**config.mk**
```make
export PLATFORM = sky130hd
export DESIGN_NAME = signed_int_to_decimal_ascii_unit
export DESIGN_NICKNAME = d
export VERILOG_FILES = /design/src/sv/sitda_pkg.sv /design/src/sv/sitda_ctrl.sv /design/src/sv/sitda_dp.sv /design/src/sv/signed_int_to_decimal_ascii_unit.sv
export SDC_FILE = /design/constraint.sdc
export NUM_CORES = 1
export LEC_CHECK = 0
export BUFFER_PORTS_ARGS = -buffer_cell sky130_fd_sc_hd__buf_2
export CORE_ASPECT_RATIO = 1.4
export CORE_MARGIN = 2
export CORE_UTILIZATION = 59
export DETAILED_ROUTE_END_ITERATION = 10
export PLACE_DENSITY = 0.8
export RECOVER_POWER = 25
export SLEW_MARGIN = 20
export SYNTH_ARGS = -nofsm -noshare
export SYNTH_HDL_FRONTEND = slang
export SYNTH_SLANG_ARGS = --single-unit
```
**constraint.sdc**
```tcl
create_clock -name clk_i -period 6.5 [get_ports clk_i]
set_input_delay 1.3 -clock clk_i [delete_from_list [all_inputs] [get_ports clk_i]]
set_output_delay 1.3 -clock clk_i [all_outputs]
set_load 0.1 [all_outputs]
```
**src/sv/sitda_pkg.sv**
```systemverilog
package sitda_pkg;

  // ASCII codes of the characters in a run
  localparam logic [6:0] CH_ZERO  = 7'd48;
  localparam logic [6:0] CH_MINUS = 7'd45;
  localparam logic [6:0] CH_NL    = 7'd10;

  // Double-dabble correction: add 3 to any BCD digit of 5 or more before a shift
  localparam logic [3:0] BCD_ADJ_MIN = 4'd5;
  localparam logic [3:0] BCD_ADJ     = 4'd3;

  typedef enum logic [2:0] {
    ST_IDLE,
    ST_CONV,
    ST_SIGN,
    ST_SKIP,
    ST_DIGIT,
    ST_NL
  } state_e;

  typedef enum logic [2:0] {
    OP_NONE,
    OP_LOAD,
    OP_CONV,
    OP_SIGN,
    OP_SKIP,
    OP_DIGIT,
    OP_NL
  } op_e;

  typedef struct packed {
    op_e op;
  } cmd_t;

  typedef struct packed {
    logic neg;        // value being printed is negative
    logic conv_last;  // last magnitude bit is being shifted in
    logic top_zero;   // leading BCD digit is zero
    logic dig_last;   // one digit left to print
    logic out_free;   // output register can take a character this cycle
  } sts_t;

endpackage

```
**src/sv/sitda_ctrl.sv**
```systemverilog
module sitda_ctrl (
  input  logic            clk_i,
  input  logic            rst_ni,
  input  logic            in_valid_i,
  output logic            in_ready_o,
  input  sitda_pkg::sts_t sts_i,
  output sitda_pkg::cmd_t cmd_o
);

  sitda_pkg::state_e state_q, state_d;

  always_ff @(posedge clk_i or negedge rst_ni) begin
    if (!rst_ni) begin
      state_q <= sitda_pkg::ST_IDLE;
    end else begin
      state_q <= state_d;
    end
  end

  always_comb begin
    state_d    = state_q;
    in_ready_o = 1'b0;
    cmd_o.op   = sitda_pkg::OP_NONE;
    unique case (state_q)
      sitda_pkg::ST_IDLE: begin
        in_ready_o = 1'b1;
        if (in_valid_i) begin
          cmd_o.op = sitda_pkg::OP_LOAD;
          state_d  = sitda_pkg::ST_CONV;
        end
      end
      sitda_pkg::ST_CONV: begin
        cmd_o.op = sitda_pkg::OP_CONV;
        if (sts_i.conv_last) begin
          state_d = sitda_pkg::ST_SIGN;
        end
      end
      sitda_pkg::ST_SIGN: begin
        if (!sts_i.neg) begin
          state_d = sitda_pkg::ST_SKIP;
        end else if (sts_i.out_free) begin
          cmd_o.op = sitda_pkg::OP_SIGN;
          state_d  = sitda_pkg::ST_SKIP;
        end
      end
      sitda_pkg::ST_SKIP: begin
        // drop leading zeros, keep at least one digit
        if (sts_i.top_zero && !sts_i.dig_last) begin
          cmd_o.op = sitda_pkg::OP_SKIP;
        end else begin
          state_d = sitda_pkg::ST_DIGIT;
        end
      end
      sitda_pkg::ST_DIGIT: begin
        if (sts_i.out_free) begin
          cmd_o.op = sitda_pkg::OP_DIGIT;
          if (sts_i.dig_last) begin
            state_d = sitda_pkg::ST_NL;
          end
        end
      end
      sitda_pkg::ST_NL: begin
        if (sts_i.out_free) begin
          cmd_o.op = sitda_pkg::OP_NL;
          state_d  = sitda_pkg::ST_IDLE;
        end
      end
      default: begin
        state_d = sitda_pkg::ST_IDLE;
      end
    endcase
  end

endmodule

```
**src/sv/sitda_dp.sv**
```systemverilog
module sitda_dp #(
  parameter int VALUE_WIDTH = 32
) (
  input  logic                   clk_i,
  input  logic                   rst_ni,
  input  logic [VALUE_WIDTH-1:0] value_i,
  input  sitda_pkg::cmd_t        cmd_i,
  output sitda_pkg::sts_t        sts_o,
  output logic                   out_valid_o,
  input  logic                   out_ready_i,
  output logic [6:0]             out_char_o,
  output logic                   out_last_o
);

  // decimal digits of 2^(VALUE_WIDTH-1), with margin
  localparam int NDIG = (VALUE_WIDTH * 30103) / 100000 + 1;
  localparam int NB   = 4 * NDIG;
  localparam int BCW  = $clog2(VALUE_WIDTH + 1);
  localparam int DCW  = $clog2(NDIG + 1);

  logic [VALUE_WIDTH-1:0] mag_q, mag_d;
  logic                   neg_q, neg_d;
  logic [NB-1:0]          bcd_q, bcd_d;
  logic [NB-1:0]          bcd_adj;
  logic [BCW-1:0]         bcnt_q, bcnt_d;
  logic [DCW-1:0]         dcnt_q, dcnt_d;
  logic                   out_valid_q, out_valid_d;
  logic [6:0]             out_char_q, out_char_d;
  logic                   out_last_q, out_last_d;
  logic [3:0]             top_dig;
  logic                   in_neg;

  assign top_dig = bcd_q[NB-1 -: 4];
  assign in_neg  = value_i[VALUE_WIDTH-1];

  always_comb begin
    for (int i = 0; i < NDIG; i++) begin
      if (bcd_q[4*i +: 4] >= sitda_pkg::BCD_ADJ_MIN) begin
        bcd_adj[4*i +: 4] = bcd_q[4*i +: 4] + sitda_pkg::BCD_ADJ;
      end else begin
        bcd_adj[4*i +: 4] = bcd_q[4*i +: 4];
      end
    end
  end

  assign sts_o.neg       = neg_q;
  assign sts_o.conv_last = (bcnt_q == BCW'(1));
  assign sts_o.top_zero  = (top_dig == 4'd0);
  assign sts_o.dig_last  = (dcnt_q == DCW'(1));
  assign sts_o.out_free  = !out_valid_q || out_ready_i;

  always_comb begin
    mag_d       = mag_q;
    neg_d       = neg_q;
    bcd_d       = bcd_q;
    bcnt_d      = bcnt_q;
    dcnt_d      = dcnt_q;
    out_valid_d = out_valid_q && !out_ready_i;
    out_char_d  = out_char_q;
    out_last_d  = out_last_q;
    case (cmd_i.op)
      sitda_pkg::OP_LOAD: begin
        // two's complement negate; the most negative value lands on 2^(W-1)
        mag_d  = in_neg ? (~value_i + VALUE_WIDTH'(1)) : value_i;
        neg_d  = in_neg;
        bcd_d  = '0;
        bcnt_d = BCW'(VALUE_WIDTH);
        dcnt_d = DCW'(NDIG);
      end
      sitda_pkg::OP_CONV: begin
        bcd_d  = {bcd_adj[NB-2:0], mag_q[VALUE_WIDTH-1]};
        mag_d  = {mag_q[VALUE_WIDTH-2:0], 1'b0};
        bcnt_d = bcnt_q - BCW'(1);
      end
      sitda_pkg::OP_SKIP: begin
        bcd_d  = {bcd_q[NB-5:0], 4'd0};
        dcnt_d = dcnt_q - DCW'(1);
      end
      sitda_pkg::OP_SIGN: begin
        out_valid_d = 1'b1;
        out_char_d  = sitda_pkg::CH_MINUS;
        out_last_d  = 1'b0;
      end
      sitda_pkg::OP_DIGIT: begin
        out_valid_d = 1'b1;
        out_char_d  = sitda_pkg::CH_ZERO + {3'd0, top_dig};
        out_last_d  = 1'b0;
        bcd_d       = {bcd_q[NB-5:0], 4'd0};
        dcnt_d      = dcnt_q - DCW'(1);
      end
      sitda_pkg::OP_NL: begin
        out_valid_d = 1'b1;
        out_char_d  = sitda_pkg::CH_NL;
        out_last_d  = 1'b1;
      end
      default: begin
      end
    endcase
  end

  always_ff @(posedge clk_i or negedge rst_ni) begin
    if (!rst_ni) begin
      out_valid_q <= 1'b0;
    end else begin
      out_valid_q <= out_valid_d;
    end
  end

  always_ff @(posedge clk_i) begin
    mag_q      <= mag_d;
    neg_q      <= neg_d;
    bcd_q      <= bcd_d;
    bcnt_q     <= bcnt_d;
    dcnt_q     <= dcnt_d;
    out_char_q <= out_char_d;
    out_last_q <= out_last_d;
  end

  assign out_valid_o = out_valid_q;
  assign out_char_o  = out_char_q;
  assign out_last_o  = out_last_q;

endmodule

```
**src/sv/signed_int_to_decimal_ascii_unit.sv**
```systemverilog
// Signed integer to decimal ASCII text.
//
// Slave channel: one item per integer, value in the low VALUE_WIDTH bits of
// s_axis_tdata_i (two's complement). Master channel: one item per character,
// the ASCII code in m_axis_tdata_o[6:0]; a run is an optional '-', the
// decimal digits most significant first without leading zeros, and a
// newline flagged by m_axis_tlast_o.
//
// Sequence: the accept cycle loads the magnitude; a double-dabble converter
// then shifts one bit per cycle, a sign step follows, each of the ten digit
// slots (for 32 bits) is a step of its own whether dropped as leading zeros
// or sent, a turn from skipping to sending follows, and the newline ends the
// item. Every item passes through these steps whatever its sign and digit
// count; sending waits while the output register is full.
// The input is ready only while the controller is idle; it opens again as
// soon as the newline sits in the output register, so the next integer
// starts converting while that newline waits.
// A stall on the master side holds the current character and freezes the
// emission, nothing is lost. Reset empties the output register and returns
// the controller to idle; no other state survives between items.
module signed_int_to_decimal_ascii_unit #(
  parameter int VALUE_WIDTH = 32
) (
  input  logic                                 clk_i,
  input  logic                                 rst_ni,
  input  logic                                 s_axis_tvalid_i,
  output logic                                 s_axis_tready_o,
  input  logic [((VALUE_WIDTH+7)/8)*8-1:0]     s_axis_tdata_i,  // [W-1:0] value
  output logic                                 m_axis_tvalid_o,
  input  logic                                 m_axis_tready_i,
  output logic [7:0]                           m_axis_tdata_o,  // [6:0] character
  output logic                                 m_axis_tlast_o   // last
);

  sitda_pkg::cmd_t cmd;
  sitda_pkg::sts_t sts;
  logic [6:0]      out_char;

  // sequencing of load, conversion, sign, zero skip, digits and newline
  sitda_ctrl u_ctrl (
    .clk_i      (clk_i),
    .rst_ni     (rst_ni),
    .in_valid_i (s_axis_tvalid_i),
    .in_ready_o (s_axis_tready_o),
    .sts_i      (sts),
    .cmd_o      (cmd)
  );

  // magnitude shifter, BCD register and output register
  sitda_dp #(
    .VALUE_WIDTH (VALUE_WIDTH)
  ) u_dp (
    .clk_i       (clk_i),
    .rst_ni      (rst_ni),
    .value_i     (s_axis_tdata_i[VALUE_WIDTH-1:0]),
    .cmd_i       (cmd),
    .sts_o       (sts),
    .out_valid_o (m_axis_tvalid_o),
    .out_ready_i (m_axis_tready_i),
    .out_char_o  (out_char),
    .out_last_o  (m_axis_tlast_o)
  );

  // pad the character to a whole byte
  assign m_axis_tdata_o = {1'b0, out_char};

endmodule

```
# Word level (Yosys, flattened, before mapping)
# Cells that the tools add are included.
word_totals:
  regBits: 95
  word_cells: 106
classes:
  n_eq_ne: 20
  n_mux: 35
  n_lt_le_gt_ge: 10
  n_addsub: 14
  n_bitwise: 1
  reduce_logical: 17
op_table:
  columns: ["op", "n"]
  rows:
  - ["$pmux 40 s3", 1]
  - ["$pmux 32 s2", 1]
  - ["$ge 4x3->1 const B", 10]
  - ["$mux 3", 13]
  - ["$add 4x2->4 const B", 9]
  - ["$mux 4", 9]
  - ["$pmux 3 s6", 2]
  - ["$add 32x1->32 const B", 1]
  - ["$mux 32", 1]
  - ["$not 32->32", 1]
  - ["$pmux 7 s3", 1]
  - ["$eq 3x3->1 const B", 5]
  - ["$eq 3x2->1 const B", 4]
  - ["$pmux 6 s2", 1]
  - ["$ne 2x2->1 const B", 5]
  - ["$pmux 4 s2", 1]
  - ["$add 6x4->7 const A", 1]
  - ["$reduce_and 7->1", 1]
  - ["$eq 3x1->1 const B", 2]
  - ["$eq 6x1->1 const B", 1]
  - ["$reduce_bool 2->1", 3]
  - ["$reduce_bool 3->1", 2]
  - ["$sub 6x1->6 const B", 1]
  - ["$eq 4x1->1 const B", 1]
  - ["14 further kinds", 20]

# Longest topological paths before layout
logic_depth:
  ltp_word: 8
  depth_mapped: 8
  ltp_nobuf: 7

# Hierarchy
# A second synthesis with hierarchy kept.
hier_totals:
  cells_unflattened: 572
  hier_area_um2: 5866.9
modules_own_cells:
  columns: ["mod", "n_inst", "cells_each", "area_per_inst_um2", "seq_area_each_um2"]
  rows:
  - ["sitda_dp", 1, 533, 5530.3, 2727.6]
  - ["sitda_ctrl", 1, 37, 325.3, 75.1]
  - ["signed_int_to_decimal_ascii_unit", 1, 2, 11.3, 0.0]

# Least setup slack after synthesis
# No wires, ideal clock.
synth_path:
  kind: "flip-flop to flip-flop"
  from: "register u_ctrl.state_q[1]"
  to: "register u_dp.bcd_q[0], enable pin"
  path_buffers: 1
  t_arrival_ps: 4624
  synth_period_minus_slack_ps: 5003
  setup_slack_ps: 1497
  stages_incl_launch_ff: 6
  cell_sequence: "dfrtp_1 -> clkbuf_1 -> nor3_1 -> nand2_1 -> nand2_1 -> or2_2"
synth_via:
  elab_chain_len: 5
  elab_cells_between_ends: 13
  classes_between: "eq/ne: 9; mux: 1; reduce/logical: 3"
synth_lines:
  columns: ["element", "line", "text"]
  rows:
  - ["start: declaration", "sitda_ctrl.sv:10", "sitda_pkg::state_e state_q, state_d;"]
  - ["start signal: assignment", "sitda_ctrl.sv:14", "state_q <= sitda_pkg::ST_IDLE;"]
  - ["start signal: assignment", "sitda_ctrl.sv:16", "state_q <= state_d;"]
  - ["$eq 3x3->1, or another cell as far along", "sitda_ctrl.sv:24", "unique case (state_q)"]
  - ["$pmux 3 s6 *", "sitda_ctrl.sv:24", null]
  - ["$eq 3x3->1", "sitda_dp.sv:61", "case (cmd_i.op)"]
  - ["$reduce_or 2->1 (no line)", null, null]
  - ["$reduce_bool 3->1 (no line) *", null, null]
  - ["end signal: assignment", "sitda_dp.sv:112", "bcd_q <= bcd_d;"]
  - ["end: declaration", "sitda_dp.sv:23", "logic [NB-1:0] bcd_q, bcd_d;"]
# Mark *: on every way between the ends. The rest lies on a longest branch, timed or not.
# A chain may end at the register's enable or synchronous reset.

# Final worst setup path
layout_path:
  from: "register u_ctrl.state_q[0]"
  to: "register u_dp.bcd_q[27], enable pin"
# Same word-level chain as after synthesis.

==> results.sh <==
export IMPL_rsz0062_at_grt="no"
export IMPL_cp_max_fo=40
export IMPL_tightest_slew_ps=2430
export IMPL_post_cts_setup_buffers=0
export IMPL_r2r_slack_ps=2460
export IMPL_finalClockSkew_ps=5.55
export IMPL_std_cell_rows=42
export IMPL_clk_latency_ps=340
export IMPL_cts_max_level=3
export IMPL_die_width_um=87.3
export IMPL_clock_path_buffers=2
export IMPL_ir_drop_v=0.000224
export IMPL_timing_final_ws_setup_ps=2460
export IMPL_synth_compound_area_frac=0.164
export IMPL_slowest_stage="clkbuf_1"
export IMPL_slew_viol_final=155
export IMPL_antenna_cells=0
export IMPL_clkSlewWorstSetupHoldPaths_ps=60
export IMPL_syn_mean_instance_area_um2=9.99
export IMPL_setup_tns_ps=0
export IMPL_cts_tree="yes"
export IMPL_synth_adder_area_share=0.0568
export IMPL_wl_per_cell_um=14.6
export IMPL_cts_root_buffer="clkbuf_16"
export IMPL_grt_usage=0.215
export IMPL_muxShareOfSynthArea=0.00175
export IMPL_path_cells="or3b_2 > nand2_1 > clkbuf_1 > or2_2"
export IMPL_viasPerCell=5.85
export IMPL_syn_cell_area_mm2=0.00573
export IMPL_drc=0
export IMPL_initial_core_util=0.605
export IMPL_violations="max-capacitance violations, max-slew violations"
export IMPL_period_minus_slack_ps=4040
export IMPL_dp_hpwl_um=7230
export IMPL_start_kind="flop"
export IMPL_timing_fmax_mhz=248
export IMPL_synth_warnings=0
export IMPL_status="finished with violations"
export IMPL_dpl_worst_slack_ps=3100
export IMPL_grt_pass1_vias=4071
export IMPL_p_int_w=0.00190
export IMPL_clock_power_share=0.178
export IMPL_die_h_um=121
export IMPL_die_area_mm2=0.0105
export IMPL_cts_sinks=94
export IMPL_ys_types=55
export IMPL_max_stage_delay_ps=1440
export IMPL_most_common_layout_cells="edfxtp_1, o21ai_0, nand2_1"
export IMPL_hold_class="reg -> reg"
export IMPL_leakage_nw=2.31
export IMPL_io_pins=47
export IMPL_firstDrtPassIters=4
export IMPL_grt_max_degree=61
export IMPL_fillers=759
export IMPL_period_share=0.621
export IMPL_cp_end_kind="flop"
export IMPL_synth_xor_area_frac=0.0658
export IMPL_ys_ff_latch=94
export IMPL_grt_ovfl_total=0
export IMPL_cp_arrival_ps=3990
export IMPL_crit_required_ps=6460
export IMPL_layout_commonest_cell="edfxtp_1"
export IMPL_finalNetCount=669
export IMPL_hold_buffers=0
export IMPL_ys_seq_area_frac=0.489
export IMPL_setup_violations=0
export IMPL_slew_headroom=-0.618
export IMPL_ctsResizeCount=0
export IMPL_gp_congestion=0.780
export IMPL_p_comb_frac=0.392
export IMPL_drt_iter0_markers=287
export IMPL_power_switching_w=0.00125
export IMPL_grt_pass1_wl_um=18300
export IMPL_sw_frac_of_total=0.397
export IMPL_design_core_area_mm2=0.00946
export IMPL_yosys_area_share_simple=0.180
export IMPL_powerDensity_mw_per_mm2=501
export IMPL_ant_nets=0
export IMPL_hold_viol_final=0
export IMPL_cts_made_buffers=9
export IMPL_port_buffers=44
export IMPL_antenna_found_initial=0
export IMPL_synthCells=573
export IMPL_synth_top_family_by_area="simple AND/OR/NAND/NOR gates"
export IMPL_p_seq_frac=0.430
export IMPL_drt_total_wl_um=10500
export IMPL_crit_type="reg -> reg"
export IMPL_areaGrowthSynthToFinish_pct=9.96
export IMPL_layout_drive_gt1_share=0.123
export IMPL_drv_cap=3
export IMPL_vias=4225
[worst paths after layout]
check | startpoint | endpoint | cells after the start
hold reg to reg | u_dp.mag_q[30] | u_dp.mag_q[31] | 2
min in group asynchronous | rst_ni | u_ctrl.state_q[0] | 1
setup / recovery | u_ctrl.state_q[0] | u_dp.bcd_q[27] | 4
setup reg to reg | u_ctrl.state_q[0] | u_dp.bcd_q[27] | 4
max in group asynchronous | rst_ni | u_dp.out_valid_o | 1
hold / removal | u_dp.mag_q[30] | u_dp.mag_q[31] | 2
[registers in the layout (all words and copies together), names as in the netlist]
name              count
u_ctrl.state_q        3
u_dp.bcd_q           40
u_dp.bcnt_q           6
u_dp.dcnt_q           4
u_dp.mag_q           32
u_dp.neg_q            1
u_dp.out_char_o       6
u_dp.out_last_o       1
u_dp.out_valid_o      1
[layout make-up]
cell class,count,area [um^2],share of cell area
Clock inverter,3,67.6,0.0107
Tap cell,110,138,0.0219
Clock buffer,13,250,0.0397
Sequential cell,94,2800,0.445
Timing Repair Buffer,48,235,0.0374
Inverter,32,120,0.0191
Multi-Input combinational cell,422,2680,0.426
[power by group through the flow]
stage                     clock network, W  registers [W]  logic, W
after floorplan                          0        0.00136  0.000929
after global placement                   0        0.00134   0.00117
after detailed placement                 0        0.00136   0.00123
after CTS                         0.000565        0.00135   0.00125
after global routing              0.000589        0.00140   0.00141
final                             0.000560        0.00136   0.00124
[cells in the mapped netlist (all sizes together)]
| cell type | instances | share of area |
|---|---|---|
| edfxtp | 90 | 0.47 |
| o21ai | 82 | 0.072 |
| nand2 | 76 | 0.050 |
| a21oi | 40 | 0.035 |
| nor2 | 36 | 0.024 |
| inv | 32 | 0.021 |
| xor2 | 28 | 0.043 |
| ha | 26 | 0.057 |
| nor3b | 20 | 0.027 |
| xnor2 | 15 | 0.023 |
| buf | 13 | 0.012 |
| clkbuf | 13 | 0.0085 |
| nand2b | 13 | 0.014 |
| nor3 | 10 | 0.0087 |
| o31ai | 10 | 0.014 |
| a22o | 9 | 0.014 |
| nand4 | 6 | 0.010 |
| nor2b | 6 | 0.0066 |
| nor4 | 6 | 0.015 |
| o41ai | 6 | 0.016 |
| dfrtp | 4 | 0.017 |
| and2 | 3 | 0.0033 |
| nand3 | 3 | 0.0026 |
| nand3b | 3 | 0.0039 |
| or2 | 3 | 0.0033 |
| or3 | 3 | 0.0035 |
| a31oi | 2 | 0.0022 |
| a211oi | 1 | 0.0013 |
| a21boi | 1 | 0.0013 |
| a22oi | 1 | 0.0013 |
| a31o | 1 | 0.0015 |
| and3 | 1 | 0.0011 |
| conb | 1 | 0.00065 |
| mux2i | 1 | 0.0017 |
| nor4b | 1 | 0.0015 |
| nor4bb | 1 | 0.0017 |
| o211ai | 1 | 0.0013 |
| o21a | 1 | 0.0013 |
| o21bai | 1 | 0.0013 |
| o22ai | 1 | 0.0022 |
| or3b | 1 | 0.0015 |
| or4b | 1 | 0.0017 |
[metal layers]
metal,track usage,routed length [um],share of wire,up-vias
met2,0.371,5460,0.52,101
met3,0.0430,377,0.036,7
met1,0.275,4590,0.44,2002
met4,0.0548,105,0.010,0
li1,-,-,-,2115
met5,0,0,0,-
[stage by stage]
stage	utilization	cell area [um^2]	total power [W]	std cells	hold slack, ps
global route	0.666	6300	0.00339	722	542
global placement	0.635	6010	0.00252	706	495
floorplan	-	5730	0.00229	574	484
finish	0.666	6300	0.00315	722	526
CTS	0.669	6320	0.00317	722	526
detailed placement	0.635	6010	0.00259	706	513
[cells by family (layout without fill, tap and decap cells)]
family          Yosys count  after routing
other cells               1              2
simple gates            193            193
mux                       1              1
flops                    94             94
buf+inv                  58             96
xor+xnor                 43             43
compound gates          157            157
fa+ha+maj                26             26
[worst max-delay path, delay by kind of cell (launching register included)]
family                 cells  cell delay, ps
DFF                        1             650
and+or+nand+nor            3            1520
buffers and inverters      1            1440
(Power assumes the default switching activity.)
